File: src/hdl/one_wire_bus_master_macros.svh
// Assertion helpers for the RTL top level.
`ifndef ONE_WIRE_BUS_MASTER_MACROS_SVH
`define ONE_WIRE_BUS_MASTER_MACROS_SVH

// Checked on every clock edge outside reset.
`define OWBM_ASSERT(lbl, prop, msg) \
   lbl: assert property (@(posedge clock) disable iff (reset) (prop)) else $error(msg);

// Checked on every clock edge, reset included.
`define OWBM_ASSERT_RST(lbl, prop, msg) \
   lbl: assert property (@(posedge clock) (prop)) else $error(msg);

`endif

File: src/hdl/owbm_pkg.sv
package owbm_pkg;

   localparam int TIMER_W    = 10;
   localparam int BYTE_W     = 8;
   localparam int MODE_W     = 2;
   localparam int PHASE_W    = 4;
   localparam int BIT_W      = 3;
   localparam int CSR_IDX_W  = 3;
   localparam int CSR_DATA_W = 10;

   localparam int READ_TAIL_TICKS_DEF = 60;

   // request modes
   localparam logic [MODE_W-1:0] MODE_TICK  = 2'd0;
   localparam logic [MODE_W-1:0] MODE_RESET = 2'd1;
   localparam logic [MODE_W-1:0] MODE_WRITE = 2'd2;
   localparam logic [MODE_W-1:0] MODE_READ  = 2'd3;

   // register indexes
   localparam logic [CSR_IDX_W-1:0] REG_RESET_LOW     = 3'd0;
   localparam logic [CSR_IDX_W-1:0] REG_PRES_WAIT     = 3'd1;
   localparam logic [CSR_IDX_W-1:0] REG_PRES_TIMEOUT  = 3'd2;
   localparam logic [CSR_IDX_W-1:0] REG_RESET_RECOVER = 3'd3;
   localparam logic [CSR_IDX_W-1:0] REG_WRITE_SHORT   = 3'd4;
   localparam logic [CSR_IDX_W-1:0] REG_WRITE_LONG    = 3'd5;
   localparam logic [CSR_IDX_W-1:0] REG_READ_LOW      = 3'd6;
   localparam logic [CSR_IDX_W-1:0] REG_READ_SAMPLE   = 3'd7;

   // register defaults
   localparam logic [TIMER_W-1:0] RESET_LOW_DEF     = 10'd750;
   localparam logic [TIMER_W-1:0] PRES_WAIT_DEF     = 10'd30;
   localparam logic [TIMER_W-1:0] PRES_TIMEOUT_DEF  = 10'd303;
   localparam logic [TIMER_W-1:0] RESET_RECOVER_DEF = 10'd480;
   localparam logic [BYTE_W-1:0]  WRITE_SHORT_DEF   = 8'd5;
   localparam logic [BYTE_W-1:0]  WRITE_LONG_DEF    = 8'd75;
   localparam logic [BYTE_W-1:0]  READ_LOW_DEF      = 8'd3;
   localparam logic [BYTE_W-1:0]  READ_SAMPLE_DEF   = 8'd10;

   // sequencer phases
   localparam logic [PHASE_W-1:0] PH_IDLE     = 4'd0;
   localparam logic [PHASE_W-1:0] PH_RST_LOW  = 4'd1;
   localparam logic [PHASE_W-1:0] PH_RST_WAIT = 4'd2;
   localparam logic [PHASE_W-1:0] PH_RST_POLL = 4'd3;
   localparam logic [PHASE_W-1:0] PH_RST_REC  = 4'd4;
   localparam logic [PHASE_W-1:0] PH_WR_LOW   = 4'd5;
   localparam logic [PHASE_W-1:0] PH_WR_HIGH  = 4'd6;
   localparam logic [PHASE_W-1:0] PH_RD_LOW   = 4'd7;
   localparam logic [PHASE_W-1:0] PH_RD_WAIT  = 4'd8;
   localparam logic [PHASE_W-1:0] PH_RD_TAIL  = 4'd9;

   typedef struct packed {
      logic [TIMER_W-1:0] reset_low;
      logic [TIMER_W-1:0] pres_wait;
      logic [TIMER_W-1:0] pres_timeout;
      logic [TIMER_W-1:0] reset_recover;
      logic [BYTE_W-1:0]  write_short;
      logic [BYTE_W-1:0]  write_long;
      logic [BYTE_W-1:0]  read_low;
      logic [BYTE_W-1:0]  read_sample;
   } cfg_type;

   typedef struct packed {
      logic [PHASE_W-1:0] phase;
      logic [TIMER_W-1:0] timer;
      logic [BIT_W-1:0]   bit_idx;
      logic [BYTE_W-1:0]  shift;
   } state_type;

   typedef struct packed {
      logic              drive_low;
      logic              busy_res;
      logic              done_res;
      logic              presence_found;
      logic              presence_error;
      logic [BYTE_W-1:0] read_byte;
      logic              command_rejected;
   } result_type;

   // a programmed duration of zero counts as one tick
   function automatic logic [TIMER_W-1:0] nz_ticks(input logic [TIMER_W-1:0] v);
      return (v == '0) ? TIMER_W'(1) : v;
   endfunction

endpackage

File: src/hdl/owbm_ifs.sv
interface owbm_req_if import owbm_pkg::*; ();
   logic              valid;
   logic              ready;
   logic [MODE_W-1:0] mode;
   logic [BYTE_W-1:0] write_data;
   logic              bus_level;

   modport source (output valid, mode, write_data, bus_level, input ready);
   modport sink   (input valid, mode, write_data, bus_level, output ready);
endinterface

interface owbm_rsp_if import owbm_pkg::*; ();
   logic              valid;
   logic              ready;
   logic              drive_low;
   logic              busy_res;
   logic              done_res;
   logic              presence_found;
   logic              presence_error;
   logic [BYTE_W-1:0] read_byte;
   logic              command_rejected;

   modport source (output valid, drive_low, busy_res, done_res, presence_found,
                   presence_error, read_byte, command_rejected, input ready);
   modport sink   (input valid, drive_low, busy_res, done_res, presence_found,
                   presence_error, read_byte, command_rejected, output ready);
endinterface

interface owbm_csr_if import owbm_pkg::*; ();
   logic                  valid;
   logic                  ready;
   logic [CSR_IDX_W-1:0]  index;
   logic [CSR_DATA_W-1:0] data;

   modport source (output valid, index, data, input ready);
   modport sink   (input valid, index, data, output ready);
endinterface

File: src/hdl/owbm_step.sv
// Next-state and result logic for one microsecond tick.
module owbm_step import owbm_pkg::*; #(
   parameter int READ_TAIL_TICKS = READ_TAIL_TICKS_DEF
) (
   input  state_type         cur_st,
   input  cfg_type           cfg,
   input  logic [MODE_W-1:0] mode,
   input  logic [BYTE_W-1:0] write_data,
   input  logic              bus_level,
   output state_type         nxt_st,
   output result_type        res
);

   localparam logic [TIMER_W-1:0] TAIL_TICKS = TIMER_W'(READ_TAIL_TICKS);

   logic [TIMER_W-1:0] d_reset_low, d_pres_wait, d_pres_timeout, d_reset_recover;
   logic [TIMER_W-1:0] d_write_short, d_write_long, d_read_low, d_read_sample;

   // effective durations
   assign d_reset_low     = nz_ticks(cfg.reset_low);
   assign d_pres_wait     = nz_ticks(cfg.pres_wait);
   assign d_pres_timeout  = nz_ticks(cfg.pres_timeout);
   assign d_reset_recover = nz_ticks(cfg.reset_recover);
   assign d_write_short   = nz_ticks(TIMER_W'(cfg.write_short));
   assign d_write_long    = nz_ticks(TIMER_W'(cfg.write_long));
   assign d_read_low      = nz_ticks(TIMER_W'(cfg.read_low));
   assign d_read_sample   = nz_ticks(TIMER_W'(cfg.read_sample));

   always_comb begin
      state_type          st;
      logic [TIMER_W-1:0] tdec;

      st  = cur_st;
      res = '0;

      // command start or reject
      if (st.phase != PH_IDLE) begin
         res.command_rejected = (mode != MODE_TICK);
      end else begin
         st.bit_idx = '0;
         unique case (mode)
            MODE_TICK: begin
               st.bit_idx = cur_st.bit_idx;
            end
            MODE_RESET: begin
               st.phase = PH_RST_LOW;
               st.timer = d_reset_low;
            end
            MODE_WRITE: begin
               st.shift = write_data;
               st.phase = PH_WR_LOW;
               st.timer = write_data[0] ? d_write_short : d_write_long;
            end
            MODE_READ: begin
               st.shift = '0;
               st.phase = PH_RD_LOW;
               st.timer = d_read_low;
            end
         endcase
      end

      tdec = st.timer - TIMER_W'(1);

      // phase sequencer
      unique case (st.phase)
         PH_IDLE: begin
         end
         PH_RST_LOW: begin
            res.drive_low = 1'b1;
            if (tdec == '0) begin
               st.phase = PH_RST_WAIT;
               st.timer = d_pres_wait;
            end else begin
               st.timer = tdec;
            end
         end
         PH_RST_WAIT: begin
            if (tdec == '0) begin
               st.phase = PH_RST_POLL;
               st.timer = d_pres_timeout;
            end else begin
               st.timer = tdec;
            end
         end
         PH_RST_POLL: begin
            if (!bus_level) begin
               st.phase = PH_RST_REC;
               st.timer = d_reset_recover;
            end else begin
               st.timer = tdec;
               if (tdec == '0) begin
                  st.phase           = PH_IDLE;
                  res.done_res       = 1'b1;
                  res.presence_error = 1'b1;
               end
            end
         end
         PH_RST_REC: begin
            st.timer = tdec;
            if (tdec == '0) begin
               st.phase           = PH_IDLE;
               res.done_res       = 1'b1;
               res.presence_found = 1'b1;
            end
         end
         PH_WR_LOW: begin
            res.drive_low = 1'b1;
            if (tdec == '0) begin
               st.phase = PH_WR_HIGH;
               st.timer = st.shift[0] ? d_write_long : d_write_short;
            end else begin
               st.timer = tdec;
            end
         end
         PH_WR_HIGH: begin
            st.timer = tdec;
            if (tdec == '0) begin
               st.shift = {1'b0, st.shift[BYTE_W-1:1]};
               if (st.bit_idx == '1) begin
                  st.bit_idx   = '0;
                  st.phase     = PH_IDLE;
                  res.done_res = 1'b1;
               end else begin
                  st.bit_idx = st.bit_idx + BIT_W'(1);
                  st.phase   = PH_WR_LOW;
                  st.timer   = st.shift[0] ? d_write_short : d_write_long;
               end
            end
         end
         PH_RD_LOW: begin
            res.drive_low = 1'b1;
            if (tdec == '0) begin
               st.phase = PH_RD_WAIT;
               st.timer = d_read_sample;
            end else begin
               st.timer = tdec;
            end
         end
         PH_RD_WAIT: begin
            if (tdec == '0) begin
               st.phase = PH_RD_TAIL;
               st.timer = TAIL_TICKS;
            end else begin
               st.timer = tdec;
            end
         end
         PH_RD_TAIL: begin
            // sample on the first tail tick
            if (st.timer == TAIL_TICKS) begin
               st.shift = {bus_level, st.shift[BYTE_W-1:1]};
            end
            st.timer = tdec;
            if (tdec == '0) begin
               if (st.bit_idx == '1) begin
                  st.bit_idx    = '0;
                  st.phase      = PH_IDLE;
                  res.done_res  = 1'b1;
                  res.read_byte = st.shift;
               end else begin
                  st.bit_idx = st.bit_idx + BIT_W'(1);
                  st.phase   = PH_RD_LOW;
                  st.timer   = d_read_low;
               end
            end
         end
         default: begin
            st.phase = PH_IDLE;
         end
      endcase

      res.busy_res = (st.phase != PH_IDLE);
      nxt_st       = st;
   end

endmodule

File: src/hdl/one_wire_bus_master.sv
// Results: a request's result is registered in the output register when it is
// accepted, or in the skid entry while the output is stalled.
// Throughput: one request (one microsecond tick or command) per cycle while req_ready
// is high; a two-entry output buffer keeps req_ready high while one result is stalled.
// Reset: synchronous; sequencer goes idle, buffer empties, registers take
// their default timings.
`include "one_wire_bus_master_macros.svh"

module one_wire_bus_master import owbm_pkg::*; #(
   parameter int READ_TAIL_TICKS = READ_TAIL_TICKS_DEF
) (
   input logic        clock,
   input logic        reset,
   owbm_req_if.sink   req_bus,
   owbm_rsp_if.source rsp_bus,
   owbm_csr_if.sink   csr_bus
);

   cfg_type    cfg_ff, cfg_in;
   state_type  st_ff, st_in, st_step;
   result_type res_step;
   result_type out_ff, out_in, skid_ff, skid_in;
   logic       out_valid_ff, out_valid_in, skid_valid_ff, skid_valid_in;
   logic       req_fire, rsp_fire;

   assign csr_bus.ready = 1'b1;
   assign req_bus.ready = !skid_valid_ff;
   assign req_fire      = req_bus.valid && req_bus.ready;
   assign rsp_fire      = out_valid_ff && rsp_bus.ready;

   // configuration register writes
   always_comb begin
      cfg_in = cfg_ff;
      if (csr_bus.valid) begin
         unique case (csr_bus.index)
            REG_RESET_LOW:     cfg_in.reset_low     = csr_bus.data;
            REG_PRES_WAIT:     cfg_in.pres_wait     = csr_bus.data;
            REG_PRES_TIMEOUT:  cfg_in.pres_timeout  = csr_bus.data;
            REG_RESET_RECOVER: cfg_in.reset_recover = csr_bus.data;
            REG_WRITE_SHORT:   cfg_in.write_short   = csr_bus.data[BYTE_W-1:0];
            REG_WRITE_LONG:    cfg_in.write_long    = csr_bus.data[BYTE_W-1:0];
            REG_READ_LOW:      cfg_in.read_low      = csr_bus.data[BYTE_W-1:0];
            REG_READ_SAMPLE:   cfg_in.read_sample   = csr_bus.data[BYTE_W-1:0];
         endcase
      end
   end

   // tick logic
   owbm_step #(
      .READ_TAIL_TICKS (READ_TAIL_TICKS)
   ) u_step (
      .cur_st     (st_ff),
      .cfg        (cfg_ff),
      .mode       (req_bus.mode),
      .write_data (req_bus.write_data),
      .bus_level  (req_bus.bus_level),
      .nxt_st     (st_step),
      .res        (res_step)
   );

   assign st_in = req_fire ? st_step : st_ff;

   // output register plus skid entry
   always_comb begin
      out_in        = out_ff;
      out_valid_in  = out_valid_ff;
      skid_in       = skid_ff;
      skid_valid_in = skid_valid_ff;
      if (req_fire) begin
         if (!out_valid_ff || rsp_bus.ready) begin
            out_in       = res_step;
            out_valid_in = 1'b1;
         end else begin
            skid_in       = res_step;
            skid_valid_in = 1'b1;
         end
      end else if (rsp_fire) begin
         if (skid_valid_ff) begin
            out_in        = skid_ff;
            skid_valid_in = 1'b0;
         end else begin
            out_valid_in = 1'b0;
         end
      end
   end

   always_ff @(posedge clock) begin
      if (reset) begin
         cfg_ff.reset_low     <= RESET_LOW_DEF;
         cfg_ff.pres_wait     <= PRES_WAIT_DEF;
         cfg_ff.pres_timeout  <= PRES_TIMEOUT_DEF;
         cfg_ff.reset_recover <= RESET_RECOVER_DEF;
         cfg_ff.write_short   <= WRITE_SHORT_DEF;
         cfg_ff.write_long    <= WRITE_LONG_DEF;
         cfg_ff.read_low      <= READ_LOW_DEF;
         cfg_ff.read_sample   <= READ_SAMPLE_DEF;
         st_ff                <= '0;
         out_valid_ff         <= 1'b0;
         skid_valid_ff        <= 1'b0;
      end else begin
         cfg_ff        <= cfg_in;
         st_ff         <= st_in;
         out_valid_ff  <= out_valid_in;
         skid_valid_ff <= skid_valid_in;
      end
   end

   always_ff @(posedge clock) begin
      out_ff  <= out_in;
      skid_ff <= skid_in;
   end

   assign rsp_bus.valid            = out_valid_ff;
   assign rsp_bus.drive_low        = out_ff.drive_low;
   assign rsp_bus.busy_res         = out_ff.busy_res;
   assign rsp_bus.done_res         = out_ff.done_res;
   assign rsp_bus.presence_found   = out_ff.presence_found;
   assign rsp_bus.presence_error   = out_ff.presence_error;
   assign rsp_bus.read_byte        = out_ff.read_byte;
   assign rsp_bus.command_rejected = out_ff.command_rejected;

   // checks
   `OWBM_ASSERT(a_skid_behind_out, skid_valid_ff |-> out_valid_ff, "skid full, output empty")
   `OWBM_ASSERT(a_drive_while_busy, (out_valid_ff && out_ff.drive_low) |-> out_ff.busy_res,
                "line driven with no command running")
   `OWBM_ASSERT(a_done_not_busy, (out_valid_ff && out_ff.done_res) |-> !out_ff.busy_res,
                "done flagged while still busy")
   `OWBM_ASSERT(a_bit_idx_idle, (st_ff.bit_idx != '0) |-> (st_ff.phase != PH_IDLE),
                "bit index left nonzero in idle")
   `OWBM_ASSERT_RST(a_reset_clears, reset |=> (st_ff.phase == PH_IDLE && !out_valid_ff),
                    "reset did not clear sequencer")

endmodule

File: src/flat_wrapper.sv
// flat-port wrapper written by rule: the top's interface ports become plain ports
module one_wire_bus_master_flat import owbm_pkg::*;
#(
   parameter int READ_TAIL_TICKS = READ_TAIL_TICKS_DEF
)
  (clock, reset, req_bus_valid, req_bus_mode, req_bus_write_data, req_bus_bus_level, req_bus_ready, rsp_bus_valid, rsp_bus_drive_low, rsp_bus_busy_res, rsp_bus_done_res, rsp_bus_presence_found, rsp_bus_presence_error, rsp_bus_read_byte, rsp_bus_command_rejected, rsp_bus_ready, csr_bus_valid, csr_bus_index, csr_bus_data, csr_bus_ready);
  owbm_req_if req_bus_i ();
  owbm_rsp_if rsp_bus_i ();
  owbm_csr_if csr_bus_i ();
  input logic clock;
  input logic reset;
  input wire logic [$bits(req_bus_i.valid)-1:0] req_bus_valid;
  input wire logic [$bits(req_bus_i.mode)-1:0] req_bus_mode;
  input wire logic [$bits(req_bus_i.write_data)-1:0] req_bus_write_data;
  input wire logic [$bits(req_bus_i.bus_level)-1:0] req_bus_bus_level;
  output wire logic [$bits(req_bus_i.ready)-1:0] req_bus_ready;
  output wire logic [$bits(rsp_bus_i.valid)-1:0] rsp_bus_valid;
  output wire logic [$bits(rsp_bus_i.drive_low)-1:0] rsp_bus_drive_low;
  output wire logic [$bits(rsp_bus_i.busy_res)-1:0] rsp_bus_busy_res;
  output wire logic [$bits(rsp_bus_i.done_res)-1:0] rsp_bus_done_res;
  output wire logic [$bits(rsp_bus_i.presence_found)-1:0] rsp_bus_presence_found;
  output wire logic [$bits(rsp_bus_i.presence_error)-1:0] rsp_bus_presence_error;
  output wire logic [$bits(rsp_bus_i.read_byte)-1:0] rsp_bus_read_byte;
  output wire logic [$bits(rsp_bus_i.command_rejected)-1:0] rsp_bus_command_rejected;
  input wire logic [$bits(rsp_bus_i.ready)-1:0] rsp_bus_ready;
  input wire logic [$bits(csr_bus_i.valid)-1:0] csr_bus_valid;
  input wire logic [$bits(csr_bus_i.index)-1:0] csr_bus_index;
  input wire logic [$bits(csr_bus_i.data)-1:0] csr_bus_data;
  output wire logic [$bits(csr_bus_i.ready)-1:0] csr_bus_ready;
  assign req_bus_i.valid = req_bus_valid;
  assign req_bus_i.mode = req_bus_mode;
  assign req_bus_i.write_data = req_bus_write_data;
  assign req_bus_i.bus_level = req_bus_bus_level;
  assign req_bus_ready = req_bus_i.ready;
  assign rsp_bus_valid = rsp_bus_i.valid;
  assign rsp_bus_drive_low = rsp_bus_i.drive_low;
  assign rsp_bus_busy_res = rsp_bus_i.busy_res;
  assign rsp_bus_done_res = rsp_bus_i.done_res;
  assign rsp_bus_presence_found = rsp_bus_i.presence_found;
  assign rsp_bus_presence_error = rsp_bus_i.presence_error;
  assign rsp_bus_read_byte = rsp_bus_i.read_byte;
  assign rsp_bus_command_rejected = rsp_bus_i.command_rejected;
  assign rsp_bus_i.ready = rsp_bus_ready;
  assign csr_bus_i.valid = csr_bus_valid;
  assign csr_bus_i.index = csr_bus_index;
  assign csr_bus_i.data = csr_bus_data;
  assign csr_bus_ready = csr_bus_i.ready;
  one_wire_bus_master #(.READ_TAIL_TICKS(READ_TAIL_TICKS)) u_core (.clock(clock), .reset(reset), .req_bus(req_bus_i), .rsp_bus(rsp_bus_i), .csr_bus(csr_bus_i));
endmodule
File: config.mk
export PLATFORM = sky130hd
export DESIGN_NAME = one_wire_bus_master_flat
export DESIGN_NICKNAME = d
export VERILOG_FILES = /design/src/hdl/owbm_pkg.sv /design/src/hdl/owbm_ifs.sv /design/src/hdl/owbm_step.sv /design/src/hdl/one_wire_bus_master.sv /design/src/flat_wrapper.sv
export VERILOG_INCLUDE_DIRS = /design/src /design/src/hdl
export SDC_FILE = /design/constraint.sdc
export NUM_CORES = 1
export LEC_CHECK = 0
export BUFFER_PORTS_ARGS = -buffer_cell sky130_fd_sc_hd__buf_2
export CORE_MARGIN = 2
export CORE_UTILIZATION = 52
export DETAILED_ROUTE_END_ITERATION = 8
export HOLD_SLACK_MARGIN = 0.15
export PLACE_DENSITY = 0.78
export SLEW_MARGIN = 15
export SYNTH_ARGS = -nofsm -noshare
export SYNTH_HDL_FRONTEND = slang
export SYNTH_SLANG_ARGS = --single-unit
File: constraint.sdc
create_clock -name clock -period 4.8 [get_ports clock]
set_input_delay 0.48 -clock clock [delete_from_list [all_inputs] [get_ports clock]]
set_output_delay 0.48 -clock clock [all_outputs]
set_load 0.005 [all_outputs]
**Yosys cells after proc, flatten, opt, wreduce, memory -nomap -nowiden**

Index checks and enable logic that the tools add are counted.

- Equality and inequality tests: 24
- $add $sub $neg: 2
- Reductions and logical operators: 36
- Bitwise gates (word level): 1
- Muxes and demuxes: 62

Operators by type and width:

| cell | count |
|---|---|
| 2-to-1 mux 10 bit | 11 |
| case mux 10 bit (9 select lines) | 1 |
| 2-to-1 mux 8 bit | 11 |
| 2-to-1 mux 14 bit | 5 |
| logical NOT 10 bit | 5 |
| 2-to-1 mux 25 bit | 2 |
| case mux 14 bit (3 select lines) | 1 |
| case mux 4 bit (10 select lines) | 1 |
| logical NOT 8 bit | 4 |
| 2-to-1 mux 4 bit | 6 |
| case mux 11 bit (2 select lines) | 1 |
| AND reduction 2 bit | 10 |
| 2-to-1 mux 17 bit | 1 |
| == test 4 x 3 -> 1 bit (second input constant) | 4 |
| case mux 8 bit (2 select lines) | 1 |
| == test 3 bit (second input constant) | 5 |
| 2-to-1 mux 1 bit | 15 |
| 2-to-1 mux 3 bit | 4 |
| == test 10 x 6 -> 1 bit (second input constant) | 1 |
| subtractor 10 x 1 -> 10 bit (second input constant) | 1 |
| == test 4 x 2 -> 1 bit (second input constant) | 2 |
| == test 4 bit (second input constant) | 2 |
| nonzero test 4 bit | 2 |
| == test 3 x 2 -> 1 bit (second input constant) | 2 |
| other kinds (19) | 27 |

- Output and inout bits: 17
- Register bits after elaboration: 127
- Logic and storage cells: 153

**Longest topological paths before layout**

- Depth in word-level cells: 13
- Gate-level depth with buffers: 17
- Depth with buffers taken out: 12

**Cells and area by module**

From an unflattened synthesis, not the netlist that was laid out.

- Cell total of the unflattened synthesis: 906
- Area total of the unflattened synthesis: 7573.5 um^2

By module, submodules not included:

| module | cells each | area an instance (um^2) | times used |
|---|---|---|---|
| one_wire_bus_master | 461 | 4586.9 | 1 |
| owbm_step | 445 | 2986.6 | 1 |

**Worst setup path after synthesis**

No wires, ideal clock.

- Path kind: input to register
- Start point: input port req_bus_write_data[0]
- End point: register u_core.out_ff (netlist bit u_core.rsp_bus.busy_res) (data pin)
- Path slack: 1069 ps
- Arrival time: 3456 ps
- Stages on the path: 16
- Path buffers: 5
- Setup time: 276 ps
- Cell sequence: clkbuf_1 inv_1 o311ai_0 o31a_1 buf_2 inv_1 ha_1 buf_1 xnor2_1 nor3_1 nor2b_1 buf_2 buf_1 nand4_1 a21oi_1 a41oi_1

RTL lines:

| element | RTL line | source |
|---|---|---|
| start: declaration | flat_wrapper.sv:14 | `input wire logic [$bits(req_bus_i.write_data)-1:0] req_bus_write_data;` |
| end signal: assignment | one_wire_bus_master.sv:109 | `out_ff <= out_in;` |
| end: declaration | one_wire_bus_master.sv:22 | `result_type out_ff, out_in, skid_ff, skid_in;` |

==> results by group <==
Routing
  • Final WL: 24.57 mm
  • Initial drt markers: 845
  • Via density: 6.505
  • WL per Instance: 22.16 um
  • Router iterations before antenna repair: 7
  • DR vias: 7214
  • Residual DRC: 0
  • Post-route ant nets: 0

Setup path
  • Reg2Reg Launch Point: u_core.st_ff[24]
  • Worst Setup SP: u_core.st_ff[24]
  • Worst path cell trace: or4_4, nor2_4, buf_4, mux2_2, inv_1, ha_1, xnor2_1, nor3_1, nand2b_1, nor2_2, nand3_1, o31ai_1
  • CP Launch Type: flop
  • Bufs and invs on worst path: 2
  • Crit Path Max Fanout: 16
  • Top Family by Delay on Critical Path: simple AND/OR/NAND/NOR gates
  • Crit-path max cell delay: 0.59 ns
  • Crit. End Element: flop
  • Worst path slowest cell: or4_4
  • Worst path required time: 5.04 ns
  • Crit Path Class: reg -> reg
  • WP data arrival: 4.28 ns

Clock tree
  • CTS max path bufs: 2
  • CTS resizes: 0
  • Clock root buffer: clkbuf_16
  • Hold-fix buffers at CTS: 0
  • CTS tree: built
  • Num CTS Buffers: 17
  • H-tree depth: 4
  • Clk slew on worst S/H paths: 0.06 ns
  • Clk sink count: 127
  • Clk Latency, worst-skew pair: 0.43 ns
  • Postcts setup bufs: 0

Synthesis
  • Synth top area cells: dfxtp_1, edfxtp_1, nand2_1
  • Yosys warnings: 0
  • Dominant synthesized flop cell: dfxtp_1
  • Mean area per synthesized cell: 8.146 um2
  • Sequential element share of the synthesized area: 0.3872
  • Cell taking the most area after synthesis: dfxtp_1
  • Synthesized flop and latch total: 127
  • Post-synth EDFFs: 28
  • Syn_nets: 928
  • Mapped Cells: 895
  • Synth Cell Area: 7291 um2
  • Synth top area share: 0.2718
  • FFs w/ async S/R, synth: 0
  • Netlist cell types: 74

Die
  • Die ar.: 14980 um2
  • Die Width: 122.4 um
  • DIE HEIGHT: 122.4 um
  • Initial core utilization: 0.5293
  • Top Ports: 46
  • Rows: 43
  • Core area: 13770 um2

Timing
  • # setup viols final: 0
  • Setup TNS Final: 0 ns
  • Final WS setup: 0.7577 ns
  • Pins Over Slew Limit: 0
  • Final hold slack: 0.2495 ns
  • Period utilization: 0.8422
  • Final Hold Viols: 0
  • F_max: 0.2474 GHz
  • Fin crit period: 4.042 ns
  • Slew margin rel.: 0.2835
  • Worst Clk Skew: 0.008314 ns
  • RSZ-0062 raised after global routing: no
  • Least-Margin Pin Slew: 1.071 ns

Hold path
  • Worst Hold Launch: rsp_bus_ready
  • Worst min-delay path class: in -> reg

Final layout
  • Fin util: 0.6020
  • Share of cells above drive strength 1: 0.1464
  • Final Cell Area: 8292 um2
  • Commonest non-fill, non-tap cell in the layout: nand2_1
  • Antenna Cells: 0
  • Area growth from synthesis to layout: 13.73%
  • Non-filler instance count after layout: 1109
  • NumNets Final: 949
  • Most frequent cells in the layout: nand2_1, dfxtp_1, nor2_1
  • Fill cell total of the finished layout: 1247

Global routing
  • Vias in the first global route: 6706
  • Total congestion overflow: 0
  • Largest net degree at the start of global routing: 98
  • Tot GR Track Use: 0.3366
  • First-pass GRT wire length: 37.61 mm
  • Initial antenna violation count: 0

Power and ir drop
  • Max IR drop VDD: 0.0002362 V
  • Leakage: 3.109 nW
  • Total power: 3.484 mW
  • PwrDens: 420.2 nW/um2

Status
  • Status: finished, final reports clean

Place
  • Post-Place Setup Slack: 0.5624 ns
  • Routability cong.: 0.9706
  • Post-DP Area: 7666 um2
  • Post-placement cell count: 1077
  • HPWL after DPL: 17.37 mm
  • Port bufs: 44

Job
  • MaxCap Viol Count: 0
[where the power goes]
part | leakage, nW | switching (mW) | internal [mW]
clock network | 0.309 | 0.497 | 0.861
logic | 1.74 | 0.589 | 0.335
registers | 1.06 | 0.0468 | 1.16
total | 3.11 | 1.13 | 2.35
[cell families after synthesis]
| kind of cell | count (synthesis) | synth area share |
|---|---|---|
| multiplexers | 57 | 0.08443 |
| flip-flops | 127 | 0.3872 |
| AND/OR/NAND/NOR | 378 | 0.2440 |
| AO/OA/AOI/OAI | 243 | 0.2243 |
| other | 1 | 0.0005144 |
| buffers and inverters | 77 | 0.04308 |
| adder cells (fa/ha/maj) | 4 | 0.006865 |
| XOR/XNOR | 8 | 0.009611 |
[cell type report]
cell class / count / area (um2) / area share
Multi-Input combinational cell: 691 / 4161 / 0.5019
Sequential cell: 127 / 2823 / 0.3404
Clock buffer: 26 / 563.0 / 0.06790
Timing Repair Buffer: 72 / 430.4 / 0.05191
Tap cell: 180 / 225.2 / 0.02716
Clock inverter: 6 / 62.56 / 0.007545
Inverter: 7 / 26.28 / 0.003169
[synth_stat cells, types with 10 or more instances]
cell type / n
nor3_1: 22
a31oi_1: 16
a21oi_1: 69
clkbuf_1: 52
mux2i_1: 38
nand3_1: 24
edfxtp_1: 28
nor2_1: 80
o31ai_1: 14
o21ai_0: 37
a211o_1: 13
nand3b_1: 21
nand2_1: 156
nor4_1: 10
dfxtp_1: 99
mux2_2: 13
nor2b_1: 19
[layer usage]
metal	vias to the layer above	wire length, um	track usage
met3	84	1937	0.06691
met2	375	11510	0.5444
li1	3327	-	-
met4	0	1121	0.1868
met5	-	0	0
met1	3428	10000	0.4203
[registers in the layout, summed over array words and instances, names as in the netlist]
name,cells
u_core.rsp_bus.presence_error,1
u_core.rsp_bus.valid,1
u_core.st_ff,25
u_core.skid_ff,14
u_core.cfg_ff,72
u_core.rsp_bus.presence_found,1
u_core.rsp_bus.command_rejected,1
u_core.rsp_bus.done_res,1
u_core.rsp_bus.read_byte,8
u_core.rsp_bus.busy_res,1
u_core.skid_valid_ff,1
u_core.rsp_bus.drive_low,1
[path summary, 6_finish.rpt]
kind,slack [ns],to,cells after the start
worst max register to register,0.76,u_core.rsp_bus.read_byte[7],12
worst min-delay path,0.25,u_core.skid_valid_ff,2
worst min register to register,0.47,u_core.st_ff[15],2
worst max-delay path,0.76,u_core.rsp_bus.read_byte[7],12
No activity file was read; power rests on OpenSTA's default activity.
